<file path="src/sv/lfsc_pkg.sv">
// Shared types, constants and the microcode program for the line-follow controller.
package lfsc_pkg;

  // Step counter width.
  localparam int PC_BITS = 3;

  // Datapath operations selected by a control word.
  typedef enum logic [2:0] {
    OP_SQ     = 3'd0,
    OP_SCALE  = 3'd1,
    OP_RECIP  = 3'd2,
    OP_STEER  = 3'd3,
    OP_COMMIT = 3'd4
  } op_t;

  // One control word of the program.
  typedef struct packed {
    op_t                op;
    logic               skip_jump;
    logic [PC_BITS-1:0] target;
    logic               last;
  } ucode_t;

  // Sequencer to datapath control bundle.
  typedef struct packed {
    logic   run;
    ucode_t uc;
  } seq_ctl_t;

  // Configuration register indexes.
  typedef enum logic [2:0] {
    REG_MODE_FAST     = 3'd0,
    REG_MODE_SHARP    = 3'd1,
    REG_ADAPTIVE_GAIN = 3'd2,
    REG_LINE_CENTER   = 3'd3,
    REG_SERVO_CENTER  = 3'd4,
    REG_SERVO_LOW     = 3'd5,
    REG_SERVO_HIGH    = 3'd6
  } cfg_reg_t;

  // Program step addresses.
  localparam logic [PC_BITS-1:0] STEP_SQ     = 3'd0;
  localparam logic [PC_BITS-1:0] STEP_SCALE  = 3'd1;
  localparam logic [PC_BITS-1:0] STEP_RECIP  = 3'd2;
  localparam logic [PC_BITS-1:0] STEP_STEER  = 3'd3;
  localparam logic [PC_BITS-1:0] STEP_COMMIT = 3'd4;

  // Division by 20 is a shift by two, then a multiply by ceil(2^23 / 5).
  localparam logic [20:0] RECIP_MUL   = 21'd1677722;
  localparam int          RECIP_SHIFT = 23;

  // Speed profiles.
  localparam logic [8:0] BASE_DEFAULT  = 9'd185;
  localparam logic [8:0] FLOOR_DEFAULT = 9'd150;
  localparam logic [8:0] BASE_FAST     = 9'd260;
  localparam logic [8:0] FLOOR_FAST    = 9'd190;
  localparam logic [8:0] FLOOR_SHARP   = 9'd210;
  localparam logic [8:0] SPEED_BOTH    = 9'd170;
  localparam logic [8:0] SPEED_BOOST   = 9'd300;
  localparam logic [8:0] PWM_TOP       = 9'd500;

  // Slowdown factors in twentieths.
  localparam logic [5:0] FACTOR_20 = 6'd20;
  localparam logic [5:0] FACTOR_30 = 6'd30;
  localparam logic [5:0] FACTOR_8  = 6'd8;
  localparam logic [5:0] FACTOR_17 = 6'd17;
  localparam logic [5:0] FACTOR_36 = 6'd36;

  // Timers and thresholds.
  localparam logic [7:0] BOOST_LIMIT    = 8'd120;
  localparam logic [8:0] START_LIMIT    = 9'd400;
  localparam logic [5:0] FINISH_LIMIT   = 6'd40;
  localparam logic [5:0] FINISH_SAT     = 6'd41;
  localparam logic [7:0] LOST_LIMIT     = 8'd50;

  // Steering gains.
  localparam logic [4:0] GAIN_RESET = 5'd25;
  localparam logic [4:0] GAIN_HIGH  = 5'd30;
  localparam logic [4:0] GAIN_LOW   = 5'd5;

  // The control program: square, scale, divide, steer, commit.
  // The first step jumps past the speed arithmetic when the speed is overridden.
  function automatic ucode_t ucode_rom(input logic [PC_BITS-1:0] pc);
    ucode_t w;
    w = '{op: OP_COMMIT, skip_jump: 1'b0, target: STEP_COMMIT, last: 1'b1};
    unique case (pc)
      STEP_SQ:     w = '{op: OP_SQ,     skip_jump: 1'b1, target: STEP_STEER,  last: 1'b0};
      STEP_SCALE:  w = '{op: OP_SCALE,  skip_jump: 1'b0, target: STEP_RECIP,  last: 1'b0};
      STEP_RECIP:  w = '{op: OP_RECIP,  skip_jump: 1'b0, target: STEP_STEER,  last: 1'b0};
      STEP_STEER:  w = '{op: OP_STEER,  skip_jump: 1'b0, target: STEP_COMMIT, last: 1'b0};
      STEP_COMMIT: w = '{op: OP_COMMIT, skip_jump: 1'b0, target: STEP_COMMIT, last: 1'b1};
      default:     w = '{op: OP_COMMIT, skip_jump: 1'b0, target: STEP_COMMIT, last: 1'b1};
    endcase
    return w;
  endfunction

endpackage

</file>
<file path="src/sv/lfsc_if.sv">
// Valid/ready channel interfaces for control ticks and their results.
interface lfsc_tick_if;
  logic               valid;
  logic               ready;
  logic [7:0]         line_position;
  logic [7:0]         left_breaks;
  logic [7:0]         right_breaks;
  logic [7:0]         end_left_breaks;
  logic [7:0]         end_right_breaks;
  logic [7:0]         end_middle_breaks;
  logic signed [15:0] wheel_feedback;

  modport source (
    output valid, line_position, left_breaks, right_breaks,
    output end_left_breaks, end_right_breaks, end_middle_breaks, wheel_feedback,
    input  ready
  );
  modport sink (
    input  valid, line_position, left_breaks, right_breaks,
    input  end_left_breaks, end_right_breaks, end_middle_breaks, wheel_feedback,
    output ready
  );
endinterface

interface lfsc_result_if;
  logic        valid;
  logic        ready;
  logic [8:0]  motor_pwm;
  logic [15:0] servo_pwm;
  logic        race_started;
  logic        race_finished;
  logic        boosting;

  modport source (
    output valid, motor_pwm, servo_pwm, race_started, race_finished, boosting,
    input  ready
  );
  modport sink (
    input  valid, motor_pwm, servo_pwm, race_started, race_finished, boosting,
    output ready
  );
endinterface

</file>
<file path="src/sv/line_follow_speed_steer_control.sv">
// Program: square, scale, divide, steer, commit; when the speed is overridden (both modes,
// boost or not started) it jumps from square to steer. A new tick is taken only at idle.
// The commit step waits while the result is held, and the five-step program runs
// through the single shared 22x22 multiplier.
// Reset: synchronous; registers return to their documented values, the controller state
// to its start-of-race values, and the result register empties.
module line_follow_speed_steer_control #(
  parameter int POSITION_BITS = 8
) (
  input  logic                 clk,
  input  logic                 rst,
  input  logic                 cfg_write,
  input  logic [2:0]           cfg_index,
  input  logic [15:0]          cfg_data,
  lfsc_tick_if.sink            tick,
  lfsc_result_if.source        result
);

  localparam logic [7:0] POS_MASK =
    (POSITION_BITS >= 8) ? 8'hFF : 8'((1 << POSITION_BITS) - 1);

  // Configuration registers.
  logic        mode_fast, mode_sharp, adaptive_gain;
  logic [7:0]  line_center;
  logic [15:0] servo_center, servo_low, servo_high;

  // Controller state.
  logic signed [8:0] last_error;
  logic [4:0]        steer_gain;
  logic              boost_on;
  logic [7:0]        boost_ticks;
  logic              started;
  logic [8:0]        start_ticks;
  logic              finished;
  logic [5:0]        finish_ticks;
  logic [15:0]       held_servo;

  // Per-tick working registers.
  logic signed [8:0]  err_r;
  logic               end_ok_r;
  logic               fb_zero_r;
  logic signed [43:0] prod;
  logic [16:0]        q_r;

  // Result register.
  logic        out_valid;
  logic [8:0]  motor_r;
  logic [15:0] servo_r;
  logic        started_r, finished_r, boosting_r;

  lfsc_pkg::seq_ctl_t ctl;
  logic               tick_fire, skip, hold, commit;

  assign tick_fire = tick.valid && tick.ready;
  assign tick.ready = !ctl.run;
  assign skip = (mode_fast && mode_sharp) || boost_on || !started;
  assign hold = out_valid && !result.ready;
  assign commit = ctl.run && (ctl.uc.op == lfsc_pkg::OP_COMMIT) && !hold;

  lfsc_seq u_seq (
    .clk   (clk),
    .rst   (rst),
    .start (tick_fire),
    .skip  (skip),
    .hold  (hold),
    .ctl   (ctl)
  );

  // Configuration writes.
  always_ff @(posedge clk) begin
    if (rst) begin
      mode_fast     <= 1'b0;
      mode_sharp    <= 1'b0;
      adaptive_gain <= 1'b0;
      line_center   <= 8'd64;
      servo_center  <= 16'd1500;
      servo_low     <= 16'd1200;
      servo_high    <= 16'd1800;
    end else if (cfg_write) begin
      unique case (cfg_index)
        lfsc_pkg::REG_MODE_FAST:     mode_fast     <= cfg_data[0];
        lfsc_pkg::REG_MODE_SHARP:    mode_sharp    <= cfg_data[0];
        lfsc_pkg::REG_ADAPTIVE_GAIN: adaptive_gain <= cfg_data[0];
        lfsc_pkg::REG_LINE_CENTER:   line_center   <= cfg_data[7:0];
        lfsc_pkg::REG_SERVO_CENTER:  servo_center  <= cfg_data;
        lfsc_pkg::REG_SERVO_LOW:     servo_low     <= cfg_data;
        lfsc_pkg::REG_SERVO_HIGH:    servo_high    <= cfg_data;
        default: ;
      endcase
    end
  end

  // Line error of the incoming tick; a lost line repeats the last error.
  logic [7:0]        pos_m, ctr_m;
  logic signed [8:0] err_in;
  always_comb begin
    pos_m  = tick.line_position & POS_MASK;
    ctr_m  = line_center & POS_MASK;
    err_in = $signed({1'b0, pos_m}) - $signed({1'b0, ctr_m});
    if (tick.left_breaks > lfsc_pkg::LOST_LIMIT && tick.right_breaks > lfsc_pkg::LOST_LIMIT) begin
      err_in = last_error;
    end
  end

  // Capture the tick.
  always_ff @(posedge clk) begin
    if (tick_fire) begin
      err_r     <= err_in;
      end_ok_r  <= (tick.end_left_breaks > 8'd2) && (tick.end_right_breaks > 8'd2)
                   && (tick.end_middle_breaks > 8'd3);
      fb_zero_r <= (tick.wheel_feedback == 16'sd0);
    end
  end

  // Magnitude of the previous error and the profile it selects.
  logic signed [8:0] last_abs9;
  logic [7:0]        pe;
  logic [5:0]        factor;
  logic [8:0]        base, floor_v;
  always_comb begin
    last_abs9 = last_error[8] ? -last_error : last_error;
    pe        = last_abs9[7:0];
    if (mode_sharp) begin
      base    = lfsc_pkg::BASE_FAST;
      floor_v = lfsc_pkg::FLOOR_SHARP;
      factor  = (pe < 8'd3) ? lfsc_pkg::FACTOR_20 :
                (pe > 8'd13) ? lfsc_pkg::FACTOR_36 : lfsc_pkg::FACTOR_30;
    end else if (mode_fast) begin
      base    = lfsc_pkg::BASE_FAST;
      floor_v = lfsc_pkg::FLOOR_FAST;
      factor  = (pe < 8'd5) ? lfsc_pkg::FACTOR_20 :
                (pe > 8'd12) ? lfsc_pkg::FACTOR_8 : lfsc_pkg::FACTOR_17;
    end else begin
      base    = lfsc_pkg::BASE_DEFAULT;
      floor_v = lfsc_pkg::FLOOR_DEFAULT;
      factor  = (pe < 8'd3) ? lfsc_pkg::FACTOR_20 : lfsc_pkg::FACTOR_30;
    end
  end

  // Steering gain for this tick and the derivative-weighted error.
  logic signed [8:0]  err_abs9;
  logic [4:0]         gain_new;
  logic signed [10:0] steer_d;
  always_comb begin
    err_abs9 = err_r[8] ? -err_r : err_r;
    gain_new = steer_gain;
    if (adaptive_gain) begin
      gain_new = (err_abs9 > 9'sd4) ? lfsc_pkg::GAIN_HIGH : lfsc_pkg::GAIN_LOW;
    end
    steer_d = $signed({err_r[8], err_r, 1'b0}) - $signed({{2{last_error[8]}}, last_error});
  end

  // Shared multiplier operand selection.
  logic signed [21:0] mul_a, mul_b;
  logic [21:0]        rnd;
  always_comb begin
    rnd = prod[21:0] + 22'd19;
    unique case (ctl.uc.op)
      lfsc_pkg::OP_SQ: begin
        mul_a = $signed({14'd0, pe});
        mul_b = $signed({14'd0, pe});
      end
      lfsc_pkg::OP_SCALE: begin
        mul_a = $signed({5'd0, prod[16:0]});
        mul_b = $signed({16'd0, factor});
      end
      lfsc_pkg::OP_RECIP: begin
        mul_a = $signed({2'd0, rnd[21:2]});
        mul_b = $signed({1'b0, lfsc_pkg::RECIP_MUL});
      end
      lfsc_pkg::OP_STEER: begin
        mul_a = $signed({17'd0, gain_new});
        mul_b = $signed({{11{steer_d[10]}}, steer_d});
      end
      default: begin
        mul_a = 22'sd0;
        mul_b = 22'sd0;
      end
    endcase
  end

  // Product register; the quotient is kept before the steering product replaces it.
  always_ff @(posedge clk) begin
    if (ctl.run && ctl.uc.op != lfsc_pkg::OP_COMMIT) begin
      prod <= mul_a * mul_b;
    end
    if (ctl.run && ctl.uc.op == lfsc_pkg::OP_STEER) begin
      q_r <= prod[lfsc_pkg::RECIP_SHIFT+16:lfsc_pkg::RECIP_SHIFT];
    end
  end

  // Clamp to the servo range, low bound first.
  function automatic logic [15:0] servo_clamp(input logic signed [18:0] v,
                                              input logic [15:0] lo,
                                              input logic [15:0] hi);
    logic [15:0] r;
    if (v <= $signed({3'd0, lo})) begin
      r = lo;
    end else if (v >= $signed({3'd0, hi})) begin
      r = hi;
    end else begin
      r = v[15:0];
    end
    return r;
  endfunction

  // Commit arithmetic: speed, timers, steering and the finish latch.
  logic signed [17:0] prof_diff;
  logic [8:0]         speed;
  logic [7:0]         boost_ticks_inc;
  logic               boost_after;
  logic [5:0]         finish_ticks_next;
  logic signed [18:0] turn, mirror;
  logic [15:0]        turn_c, mirror_c;
  logic [15:0]        held_next;
  logic               finished_next;
  logic [8:0]         start_ticks_next;
  logic               started_next;
  logic               boost_next;
  logic [7:0]         boost_ticks_next;
  always_comb begin
    prof_diff = $signed({9'd0, base}) - $signed({1'b0, q_r});
    if (prof_diff < $signed({9'd0, floor_v})) begin
      speed = floor_v;
    end else begin
      speed = prof_diff[8:0];
    end
    if (mode_fast && mode_sharp) begin
      speed = lfsc_pkg::SPEED_BOTH;
    end

    // Launch boost.
    boost_ticks_inc = (boost_ticks != 8'hFF) ? boost_ticks + 8'd1 : boost_ticks;
    boost_after      = boost_on;
    boost_ticks_next = boost_ticks;
    if (boost_on) begin
      speed            = lfsc_pkg::SPEED_BOOST;
      boost_ticks_next = boost_ticks_inc;
      if (pe > 8'd3 || boost_ticks_inc > lfsc_pkg::BOOST_LIMIT) begin
        boost_after = 1'b0;
      end
    end
    if (!started) begin
      speed = 9'd0;
    end

    // Finish stop.
    finish_ticks_next = finish_ticks;
    if (finished) begin
      if (finish_ticks < lfsc_pkg::FINISH_SAT) begin
        finish_ticks_next = finish_ticks + 6'd1;
      end
      if (finish_ticks_next > lfsc_pkg::FINISH_LIMIT) begin
        speed = 9'd0;
      end
    end

    // Steering around the center, then mirrored.
    turn     = $signed({3'd0, servo_center}) - $signed({{2{prod[16]}}, prod[16:0]});
    turn_c   = servo_clamp(turn, servo_low, servo_high);
    mirror   = $signed({2'd0, servo_center, 1'b0}) - $signed({3'd0, turn_c});
    mirror_c = servo_clamp(mirror, servo_low, servo_high);
    held_next = finished ? held_servo : mirror_c;

    finished_next = finished || (started && !boost_after && end_ok_r);

    // Start delay.
    start_ticks_next = start_ticks;
    started_next     = started;
    if (!started) begin
      start_ticks_next = start_ticks + 9'd1;
      if (start_ticks_next > lfsc_pkg::START_LIMIT) begin
        started_next = 1'b1;
      end
    end

    // A stopped wheel rearms the boost.
    boost_next = boost_after;
    if (fb_zero_r) begin
      boost_next       = 1'b1;
      boost_ticks_next = 8'd0;
    end
  end

  // State update on commit.
  always_ff @(posedge clk) begin
    if (rst) begin
      last_error   <= 9'sd0;
      steer_gain   <= lfsc_pkg::GAIN_RESET;
      boost_on     <= 1'b1;
      boost_ticks  <= 8'd0;
      started      <= 1'b0;
      start_ticks  <= 9'd0;
      finished     <= 1'b0;
      finish_ticks <= 6'd0;
      held_servo   <= 16'd1500;
    end else if (commit) begin
      last_error   <= err_r;
      steer_gain   <= gain_new;
      boost_on     <= boost_next;
      boost_ticks  <= boost_ticks_next;
      started      <= started_next;
      start_ticks  <= start_ticks_next;
      finished     <= finished_next;
      finish_ticks <= finish_ticks_next;
      held_servo   <= held_next;
    end
  end

  // Result register.
  always_ff @(posedge clk) begin
    if (rst) begin
      out_valid <= 1'b0;
    end else if (commit) begin
      out_valid <= 1'b1;
    end else if (result.ready) begin
      out_valid <= 1'b0;
    end
  end

  always_ff @(posedge clk) begin
    if (commit) begin
      motor_r    <= lfsc_pkg::PWM_TOP - speed;
      servo_r    <= held_next;
      started_r  <= started_next;
      finished_r <= finished_next;
      boosting_r <= boost_next;
    end
  end

  assign result.valid         = out_valid;
  assign result.motor_pwm     = motor_r;
  assign result.servo_pwm     = servo_r;
  assign result.race_started  = started_r;
  assign result.race_finished = finished_r;
  assign result.boosting      = boosting_r;

  // The finish latch never releases.
  a_finish_sticky: assert property (@(posedge clk) disable iff (rst)
    finished |=> finished)
    else $error("finish latch released");

  // Started only once the start delay has run out.
  a_start_delay: assert property (@(posedge clk) disable iff (rst)
    started |-> start_ticks > lfsc_pkg::START_LIMIT)
    else $error("started before the start delay elapsed");

  // A commit always lands in an empty or draining result register.
  a_commit_free: assert property (@(posedge clk) disable iff (rst)
    commit |-> (!out_valid || result.ready))
    else $error("result overwritten");

  // Motor PWM stays within its range.
  a_motor_range: assert property (@(posedge clk) disable iff (rst)
    out_valid |-> motor_r <= lfsc_pkg::PWM_TOP)
    else $error("motor PWM out of range");

  // A tick transfer starts the program on the next cycle.
  a_tick_runs: assert property (@(posedge clk) disable iff (rst)
    tick_fire |=> ctl.run && ctl.uc.op == lfsc_pkg::OP_SQ)
    else $error("program did not start after a tick");

endmodule

</file>
<file path="src/sv/lfsc_seq.sv">
// Microcode sequencer: step counter, program table and conditional jump.
module lfsc_seq (
  input  logic                clk,
  input  logic                rst,
  input  logic                start,
  input  logic                skip,
  input  logic                hold,
  output lfsc_pkg::seq_ctl_t  ctl
);

  typedef enum logic [1:0] {
    S_IDLE = 2'b01,
    S_RUN  = 2'b10
  } seq_state_t;

  seq_state_t                       state, state_next;
  logic [lfsc_pkg::PC_BITS-1:0]     pc, pc_next;
  lfsc_pkg::ucode_t                 uc;

  // Fetch the control word for the current step.
  always_comb begin
    uc = lfsc_pkg::ucode_rom(pc);
  end

  // Advance, jump or finish the program.
  always_comb begin
    state_next = state;
    pc_next    = pc;
    unique case (state)
      S_IDLE: begin
        if (start) begin
          state_next = S_RUN;
          pc_next    = lfsc_pkg::STEP_SQ;
        end
      end
      S_RUN: begin
        if (uc.last) begin
          if (!hold) begin
            state_next = S_IDLE;
          end
        end else if (uc.skip_jump && skip) begin
          pc_next = uc.target;
        end else begin
          pc_next = pc + 1'b1;
        end
      end
      default: begin
        state_next = S_IDLE;
      end
    endcase
  end

  always_ff @(posedge clk) begin
    if (rst) begin
      state <= S_IDLE;
      pc    <= lfsc_pkg::STEP_SQ;
    end else begin
      state <= state_next;
      pc    <= pc_next;
    end
  end

  assign ctl.run = (state == S_RUN);
  assign ctl.uc  = uc;

endmodule

</file>
<file path="src/flat_wrapper.sv">
// flat-port wrapper written by rule: the top's interface ports become plain ports
module line_follow_speed_steer_control_flat 
#(
  parameter int POSITION_BITS = 8
)
  (clk, rst, cfg_write, cfg_index, cfg_data, tick_valid, tick_line_position, tick_left_breaks, tick_right_breaks, tick_end_left_breaks, tick_end_right_breaks, tick_end_middle_breaks, tick_wheel_feedback, tick_ready, result_valid, result_motor_pwm, result_servo_pwm, result_race_started, result_race_finished, result_boosting, result_ready);
  lfsc_tick_if tick_i ();
  lfsc_result_if result_i ();
  input  logic clk;
  input  logic rst;
  input  logic cfg_write;
  input  logic [2:0] cfg_index;
  input  logic [15:0] cfg_data;
  input wire logic [$bits(tick_i.valid)-1:0] tick_valid;
  input wire logic [$bits(tick_i.line_position)-1:0] tick_line_position;
  input wire logic [$bits(tick_i.left_breaks)-1:0] tick_left_breaks;
  input wire logic [$bits(tick_i.right_breaks)-1:0] tick_right_breaks;
  input wire logic [$bits(tick_i.end_left_breaks)-1:0] tick_end_left_breaks;
  input wire logic [$bits(tick_i.end_right_breaks)-1:0] tick_end_right_breaks;
  input wire logic [$bits(tick_i.end_middle_breaks)-1:0] tick_end_middle_breaks;
  input wire logic [$bits(tick_i.wheel_feedback)-1:0] tick_wheel_feedback;
  output wire logic [$bits(tick_i.ready)-1:0] tick_ready;
  output wire logic [$bits(result_i.valid)-1:0] result_valid;
  output wire logic [$bits(result_i.motor_pwm)-1:0] result_motor_pwm;
  output wire logic [$bits(result_i.servo_pwm)-1:0] result_servo_pwm;
  output wire logic [$bits(result_i.race_started)-1:0] result_race_started;
  output wire logic [$bits(result_i.race_finished)-1:0] result_race_finished;
  output wire logic [$bits(result_i.boosting)-1:0] result_boosting;
  input wire logic [$bits(result_i.ready)-1:0] result_ready;
  assign tick_i.valid = tick_valid;
  assign tick_i.line_position = tick_line_position;
  assign tick_i.left_breaks = tick_left_breaks;
  assign tick_i.right_breaks = tick_right_breaks;
  assign tick_i.end_left_breaks = tick_end_left_breaks;
  assign tick_i.end_right_breaks = tick_end_right_breaks;
  assign tick_i.end_middle_breaks = tick_end_middle_breaks;
  assign tick_i.wheel_feedback = tick_wheel_feedback;
  assign tick_ready = tick_i.ready;
  assign result_valid = result_i.valid;
  assign result_motor_pwm = result_i.motor_pwm;
  assign result_servo_pwm = result_i.servo_pwm;
  assign result_race_started = result_i.race_started;
  assign result_race_finished = result_i.race_finished;
  assign result_boosting = result_i.boosting;
  assign result_i.ready = result_ready;
  line_follow_speed_steer_control #(.POSITION_BITS(POSITION_BITS)) u_core (.clk(clk), .rst(rst), .cfg_write(cfg_write), .cfg_index(cfg_index), .cfg_data(cfg_data), .tick(tick_i), .result(result_i));
endmodule
</file>
<file path="config.mk">
export PLATFORM = sky130hd
export DESIGN_NAME = line_follow_speed_steer_control_flat
export DESIGN_NICKNAME = d
export VERILOG_FILES = /design/src/sv/lfsc_pkg.sv /design/src/sv/lfsc_if.sv /design/src/sv/line_follow_speed_steer_control.sv /design/src/sv/lfsc_seq.sv /design/src/flat_wrapper.sv
export SDC_FILE = /design/constraint.sdc
export NUM_CORES = 1
export LEC_CHECK = 0
export BUFFER_PORTS_ARGS = -buffer_cell sky130_fd_sc_hd__clkbuf_2
export CAP_MARGIN = 20
export CORE_MARGIN = 1
export CORE_UTILIZATION = 45
export DETAILED_ROUTE_END_ITERATION = 8
export GPL_ROUTABILITY_DRIVEN = 0
export PLACE_DENSITY = 0.61
export SYNTH_ARGS = -nofsm -noshare
export SYNTH_HDL_FRONTEND = slang
export SYNTH_SLANG_ARGS = --single-unit
</file>
<file path="constraint.sdc">
create_clock -name clk -period 8.55 [get_ports clk]
set_input_delay 0 -clock clk [delete_from_list [all_inputs] [get_ports clk]]
set_output_delay 0 -clock clk [all_outputs]
set_load 0.02 [all_outputs]
</file>
# Word level (Yosys, flattened, before mapping)
# Cells that the tools add are included.
# word_totals
reg_bits	217
word_cells	176
mem_bits_rw	0
in_bits	88
romBits	0
latch_bits	0
out_inout_bits	30
memories	0
# classes
bitwise_logic	1
mul	1
shift	0
n_eq_ne	21
n_mux	50
n_reduce_logical	41
div_mod_pow	0
order_cmp	20
add_sub_neg	13
# ops
cell	count
$mux W9	11
$pmux W22 S4	1
$mux W16	5
$pmux W20 S4	1
$mux W6	8
$mul A21 B22 Y40	1
$ge A19 B17 Y1	2
$le A19 B17 Y1	2
$gt A8 B2 Y1 const B	4
$mux W8	4
$pmux W8 S4	1
$add A22 B5 Y22 const B	1
$reduce_and A2 Y1	10
$eq A3 B2 Y1 const B	6
$lt A18 B10 Y1	1
$sub A17 B16 Y18	1
$sub A17 B17 Y18	1
$sub A9 B17 Y18	1
$gt A8 B4 Y1 const B	2
$gt A8 B6 Y1 const B	2
$logic_not A16 Y1	1
$mux W5	3
$logic_and A1 B1 Y1	13
$eq A3 B3 Y1 const B	4
35 further kinds	61

# Longest topological paths before layout
# logic_depth
word_depth	11
depth_mapped	47

# Hierarchy
# A second synthesis with hierarchy kept.
# hier_totals
hier_cells	3176
hier_area_um2	27958.1
# by_module_without_submodules
module	seq_area_each_um2	instances	cells_per_inst	area_each_um2
line_follow_speed_steer_control	5175.0	1	3131	27555.2
lfsc_seq	100.1	1	45	402.9

# Worst setup path before layout
# No wires, ideal clock.
# synth_path
kind	register -> register
startpoint	reg u_core.err_r[0]
endpoint	reg u_core.prod[39] (data pin)
required_ps	8290
path_stages_with_launch	36
arrival_ps	8735
setup_time_ps	260
path_slack_ps	-445
n_path_buf	0
path_cell_list	edfxtp_1 > inv_1 > fa_1 > nor2b_1 > o21ai_0 > a21boi_0 > o21ai_0 > a21boi_0 > o21ai_0 > a21boi_0 > nor4b_1 > o21ai_0 > nor2_1 > and2_1 > fa_1 > inv_1 > fa_1 > fa_1 > fa_1 > inv_1 > fa_1 > fa_1 > inv_1 > fa_1 > inv_1 > ha_1 > and3_1 > and2_1 > a21oi_1 > nand2_1 > a221oi_1 > a21oi_1 > or3_1 > a31o_2 > a21oi_1 > xnor2_1
# synth_via
elab_chain_len	7
# synth_rtl
item	line_no	rtl
from (decl)	line_follow_speed_steer_control.sv:39	logic signed [8:0] err_r;
from (signal assigned)	line_follow_speed_steer_control.sv:108	err_r <= err_in;
$neg A9 Y9	line_follow_speed_steer_control.sv:145	err_abs9 = err_r[8] ? -err_r : err_r;
$mux W9	line_follow_speed_steer_control.sv:145	
$gt A9 B4 Y1	line_follow_speed_steer_control.sv:148	gain_new = (err_abs9 > 9'sd4) ? lfsc_pkg::GAIN_HIGH : lfsc_pkg::GAIN_LOW;
$mux W5	line_follow_speed_steer_control.sv:148	
$mux W5	line_follow_speed_steer_control.sv:147	if (adaptive_gain) begin
$pmux W20 S4	line_follow_speed_steer_control.sv:158	unique case (ctl.uc.op)
$mul A21 B22 Y40 (*)	line_follow_speed_steer_control.sv:185	prod <= mul_a * mul_b;
to (signal assigned)	line_follow_speed_steer_control.sv:185	
to (decl)	line_follow_speed_steer_control.sv:42	logic signed [43:0] prod;
# Mark *: on every way between the ends. The rest lies on a longest branch, timed or not.
# A chain may end at the register's enable or synchronous reset.

# Final worst setup path
# layout_path
startpoint	reg u_core.servo_center[0]
endpoint	reg u_core.servo_r[1], in the netlist u_core.result.servo_pwm[1] (data pin)
# layout_via
elab_chain_len	9
# layout_rtl
item	line_no	rtl
from (decl)	line_follow_speed_steer_control.sv:25	logic [15:0] servo_center, servo_low, servo_high;
from (signal assigned)	line_follow_speed_steer_control.sv:85	lfsc_pkg::REG_SERVO_CENTER: servo_center <= cfg_data;
$sub A17 B17 Y18	line_follow_speed_steer_control.sv:259	turn = $signed({3'd0, servo_center}) - $signed({{2{prod[16]}}, prod[16:0]});
$ge A19 B17 Y1	line_follow_speed_steer_control.sv:199	end else if (v >= $signed({3'd0, hi})) begin
$mux W16	line_follow_speed_steer_control.sv:199	
$mux W16	line_follow_speed_steer_control.sv:197	if (v <= $signed({3'd0, lo})) begin
$sub A17 B16 Y18 (*)	line_follow_speed_steer_control.sv:261	mirror = $signed({2'd0, servo_center, 1'b0}) - $signed({3'd0, turn_c});
$ge A19 B17 Y1	line_follow_speed_steer_control.sv:199	
$mux W16	line_follow_speed_steer_control.sv:199	
$mux W16 (*)	line_follow_speed_steer_control.sv:197	
$mux W16 (*)	line_follow_speed_steer_control.sv:263	held_next = finished ? held_servo : mirror_c;
net u_core.held_next[1]	line_follow_speed_steer_control.sv:215	logic [15:0] held_next;
to (signal assigned)	line_follow_speed_steer_control.sv:324	servo_r <= held_next;
to (decl)	line_follow_speed_steer_control.sv:48	logic [15:0] servo_r;
# The timed path passes the listed nets; every way through them passes the cells marked *.

==> metrics.log <==
[metrics] proportion of netlist area held by the largest area contributor: 27.73%
[metrics] critical path launch point type: flip-flop
[metrics] depth of the CTS H-tree: 1
[metrics] number of cells traversed by the worst register-to-register path: 42
[metrics] number of antenna violations at the first check in global routing: 0
[metrics] Syn. warnings: 0
[metrics] hold slack: 55.17 ps
[metrics] setup repair after global routing missed its margin: yes
[metrics] achievable frequency: 0.1167 GHz
[metrics] Most used DFF post-synth: dfxtp_1
[metrics] share of total power consumed by net switching: 43.70%
[metrics] instance area after placement: 32290 um2
[metrics] peak per-stage delay on the critical path: 420 ps
[metrics] Overflow after GRT: 0
[metrics] TritonCTS sink count: 216
[metrics] Critical Path Slowest Stage Cell: fa_2
[metrics] routed wirelength normalized by instance count: 18.25 um
[metrics] peak supply drop: 428.5 uV
[metrics] number of global-route vias before repair: 24806
[metrics] register share of total power: 14.8%
[metrics] ratio of routed vias to standard cells: 5.286
[metrics] total power draw: 9.684 mW
[metrics] power share of the clock group: 11.6%
[metrics] layout net count: around 4500
[metrics] final worst path period share: 100.2%
[metrics] fill cell total of the finished layout: about 5300
[metrics] number of library cell types mapped by synthesis: 80
[metrics] GRT Resource Usage Total: 26.30%
[metrics] worst hold path cell count: 5
[metrics] non-filler instance count after layout: 4553
[metrics] Layout Cell Area excl Fill: 34730 um2
[metrics] Mapped Area: 27510 um2
[metrics] TritonCTS clock tree: done
[metrics] Port Buf Inserts: 115
[metrics] area of the die: 62130 um2
[metrics] latest clock arrival within the worst-skew pair: 570 ps
[metrics] CP Data Arrival Time: a little under 9000 ps
[metrics] Worst slew margin: 27.57%
[metrics] gate count of the mapped netlist: 3119
[metrics] Max FO, Critical Path: 8
[metrics] async set or reset register ratio after synthesis: 0%
[metrics] minimum setup slack after placement: -612.1 ps
[metrics] DR iter-0 viols: 1490
[metrics] CTS Buf Count: 25
[metrics] clock transition time at the flip-flop clock pins of the worst setup and hold paths: 60 ps
[metrics] number of enable-type register cells in the synthesized netlist: 95
[metrics] flip-flop and latch count after synthesis: 216
[metrics] total placed cells including tap cells: 4439
[metrics] max_cap viols: 0
[metrics] share of the core filled with cells: 57.54%
[metrics] count of pins on the block boundary: 118
[metrics] net switching component of the power: 4.232 mW
[metrics] Area growth syn-to-layout: 26.25%
[metrics] global-route wire length before repair: 129.8 mm
[metrics] First-pass DRT Iterations: 6
[metrics] diode count: 0
[metrics] power density of the placed cells: approximately 280 nW/um2
[metrics] total setup violations reported at the end of the flow: 2
[metrics] area leader, netlist: fa_1
[metrics] Internal Pwr Total: ~5.5 mW
[metrics] status: finished, violations left
[metrics] Initial Util: 45.58%
[metrics] final sum of negative setup slack: -18.81 ps
[metrics] measured slew at the worst slew-check pin: 1082 ps
[metrics] die span in y: 249.3 um
[metrics] maximum clock insertion buffer count: 3
[metrics] cell at the root of the clock tree: clkbuf_16
[metrics] failing checks: setup timing
[metrics] core box area: 60360 um2
[metrics] sequential share of the synthesized area: about a fifth
[metrics] Final ANT Viol Nets: 0
[metrics] class of the tightest hold or removal check: primary input to flip-flop
[metrics] post-route DRC violation count: 0
[metrics] post-synthesis area per instance: 8.820 um2
[metrics] DP Wirelength: between 60 and 70 mm
[metrics] share of power burned in combinational logic: between 70% and 80%
[metrics] leakage dissipation: 16.29 nW
[metrics] total number of vias: 24067
[metrics] final worst-path setup slack: -18.74 ps
[metrics] Final Max Tran Viols: 0
[metrics] top area cells in the synthesized netlist: fa_1 28%, ha_1 11%, edfxtp_1 10%
[metrics] maximum number of pins on one net before global-route repair: 93
[metrics] crit path capture type: flip-flop
[metrics] data required time at the worst endpoint: about 8900 ps
[metrics] share of final-layout standard cells stronger than drive strength 1: 22.57%
[metrics] post-route clock skew: approximately 14 ps
[metrics] critical path start-end classification: flip-flop to flip-flop
[metrics] fin crit period: 8569 ps
[metrics] sum of routed wire length over all layers: 83.08 mm
[metrics] Die Wd: 249.3 um
[metrics] Hold Fails Final Rpt: 0
[metrics] standard-cell rows: 90
## power by group through the flow
| stage | registers, mW | logic [mW] | clock network [mW] |
|---|---|---|---|
| 2_1_floorplan | 1.44 | 4.49 | 0 |
| 3_3_place_gp | 1.45 | 6.26 | 0 |
| 3_5_place_dp | 1.46 | 6.42 | 0 |
| 4_1_cts | 1.43 | 6.67 | 1.14 |
| 5_1_grt | 1.44 | 7.96 | 1.18 |
| 6_report | 1.43 | 7.13 | 1.12 |
## kinds of logic after synthesis
group | after synthesis | share of synthesized area (%)
flops | 216 | 19.17
compound gates | 578 | 13.25
mux | 32 | 1.237
fa+ha+maj | 621 | 38.64
xor+xnor | 137 | 4.389
simple gates | 858 | 14.03
other cells | 2 | 0.02730
buf+inv | 675 | 9.251
## synthesized netlist by cell type, types with 29 or more instances
cell type	n
dfxtp_1	121
ha_1	240
clkbuf_1	68
and2_1	29
inv_1	597
fa_1	381
nand2_1	367
xnor2_1	95
edfxtp_1	95
nand3_1	49
nor3_1	41
nand2b_1	39
o21ai_0	133
xor2_1	41
a21oi_1	183
nor2_1	209
a21o_1	42
## final cells by class
cell class	instances	area, um2	share of cell area, %
sequential	216	5280	15.20
inverter	597	2243	6.459
timing repair buffer	599	4415	12.71
clock inverter	14	131.4	0.3783
multi-input combinational	2314	20960	60.35
clock buffer	31	720.7	2.075
tap	782	978.4	2.817
## worst paths after layout
check	from	slack [ps]	to
max	u_core.servo_center[0]$_SDFFE_PP0P_	-20	u_core.result.servo_pwm[1]$_DFFE_PP_
min	tick_line_position[7]	60	u_core.err_r[8]$_DFFE_PP_
max reg2reg	u_core.servo_center[0]$_SDFFE_PP0P_	-20	u_core.result.servo_pwm[1]$_DFFE_PP_
min reg2reg	u_core.prod[30]$_DFFE_PP_	420	u_core.q_r[7]$_DFFE_PP_
## flip-flops by register name, summed over array words and instances (netlist names), 5 cells and up
name,cells
u_core.ctr_m,8
u_core.finish_ticks,6
u_core.prod,39
u_core.servo_high,16
u_core.boost_ticks,8
u_core.result.servo_pwm,16
u_core.last_error,9
u_core.servo_low,16
u_core.q_r,17
u_core.err_r,9
u_core.start_ticks,9
u_core.held_servo,16
u_core.servo_center,16
u_core.result.motor_pwm,9
u_core.steer_gain,5
## worst max-delay path: cells and delay by family, from the launching register on
family	cells	cell delay (ps)
mux	2	610
buf+inv	5	540
xor+xnor	2	230
compound gates	21	4190
fa+ha+maj	5	1480
flops	1	320
simple gates	7	940
## what timing repair did
action                                 in CTS  in global routing
hold buffers                               31                  0
setup endpoints to repair                  51                 54
buffers inserted                           18                 23
pin swaps                                  79                146
gates cloned                                0                  0
gates resized for setup                    82                187
endpoints found under the hold margin      64                  0
## cells in the final DEF, fill, tap and decap left out, types with 27 or more instances in the layout
| cell | netlist | layout |
|---|---|---|
| fa_1 | 381 | 363 |
| ha_1 | 240 | 222 |
| a21oi_1 | 183 | 162 |
| nand2b_1 | 39 | 38 |
| buf_4 | 2 | 429 |
| inv_1 | 597 | 578 |
| edfxtp_1 | 95 | 95 |
| nand2_1 | 367 | 354 |
| xnor2_1 | 95 | 87 |
| nand3_1 | 49 | 47 |
| clkbuf_16 | 0 | 27 |
| xor2_1 | 41 | 40 |
| conb_1 | 2 | 88 |
| clkbuf_2 | 0 | 114 |
| nor3_1 | 41 | 34 |
| nor2_1 | 209 | 196 |
| dfxtp_1 | 121 | 119 |
| o21ai_0 | 133 | 105 |
| a21o_1 | 42 | 42 |
| dlygate4sd3_1 | 0 | 31 |
## metal layers
layer	vias to the layer above	part of all wire [%]	global-route usage [%]	wire length, um
li1	11326	-	-	-
met1	11828	41	33.38	34450
met2	726	50	46.55	41390
met3	187	4.7	2.268	3919
met4	0	4.0	9.683	3319
met5	-	0	0	0
(Power assumes the default switching activity.)
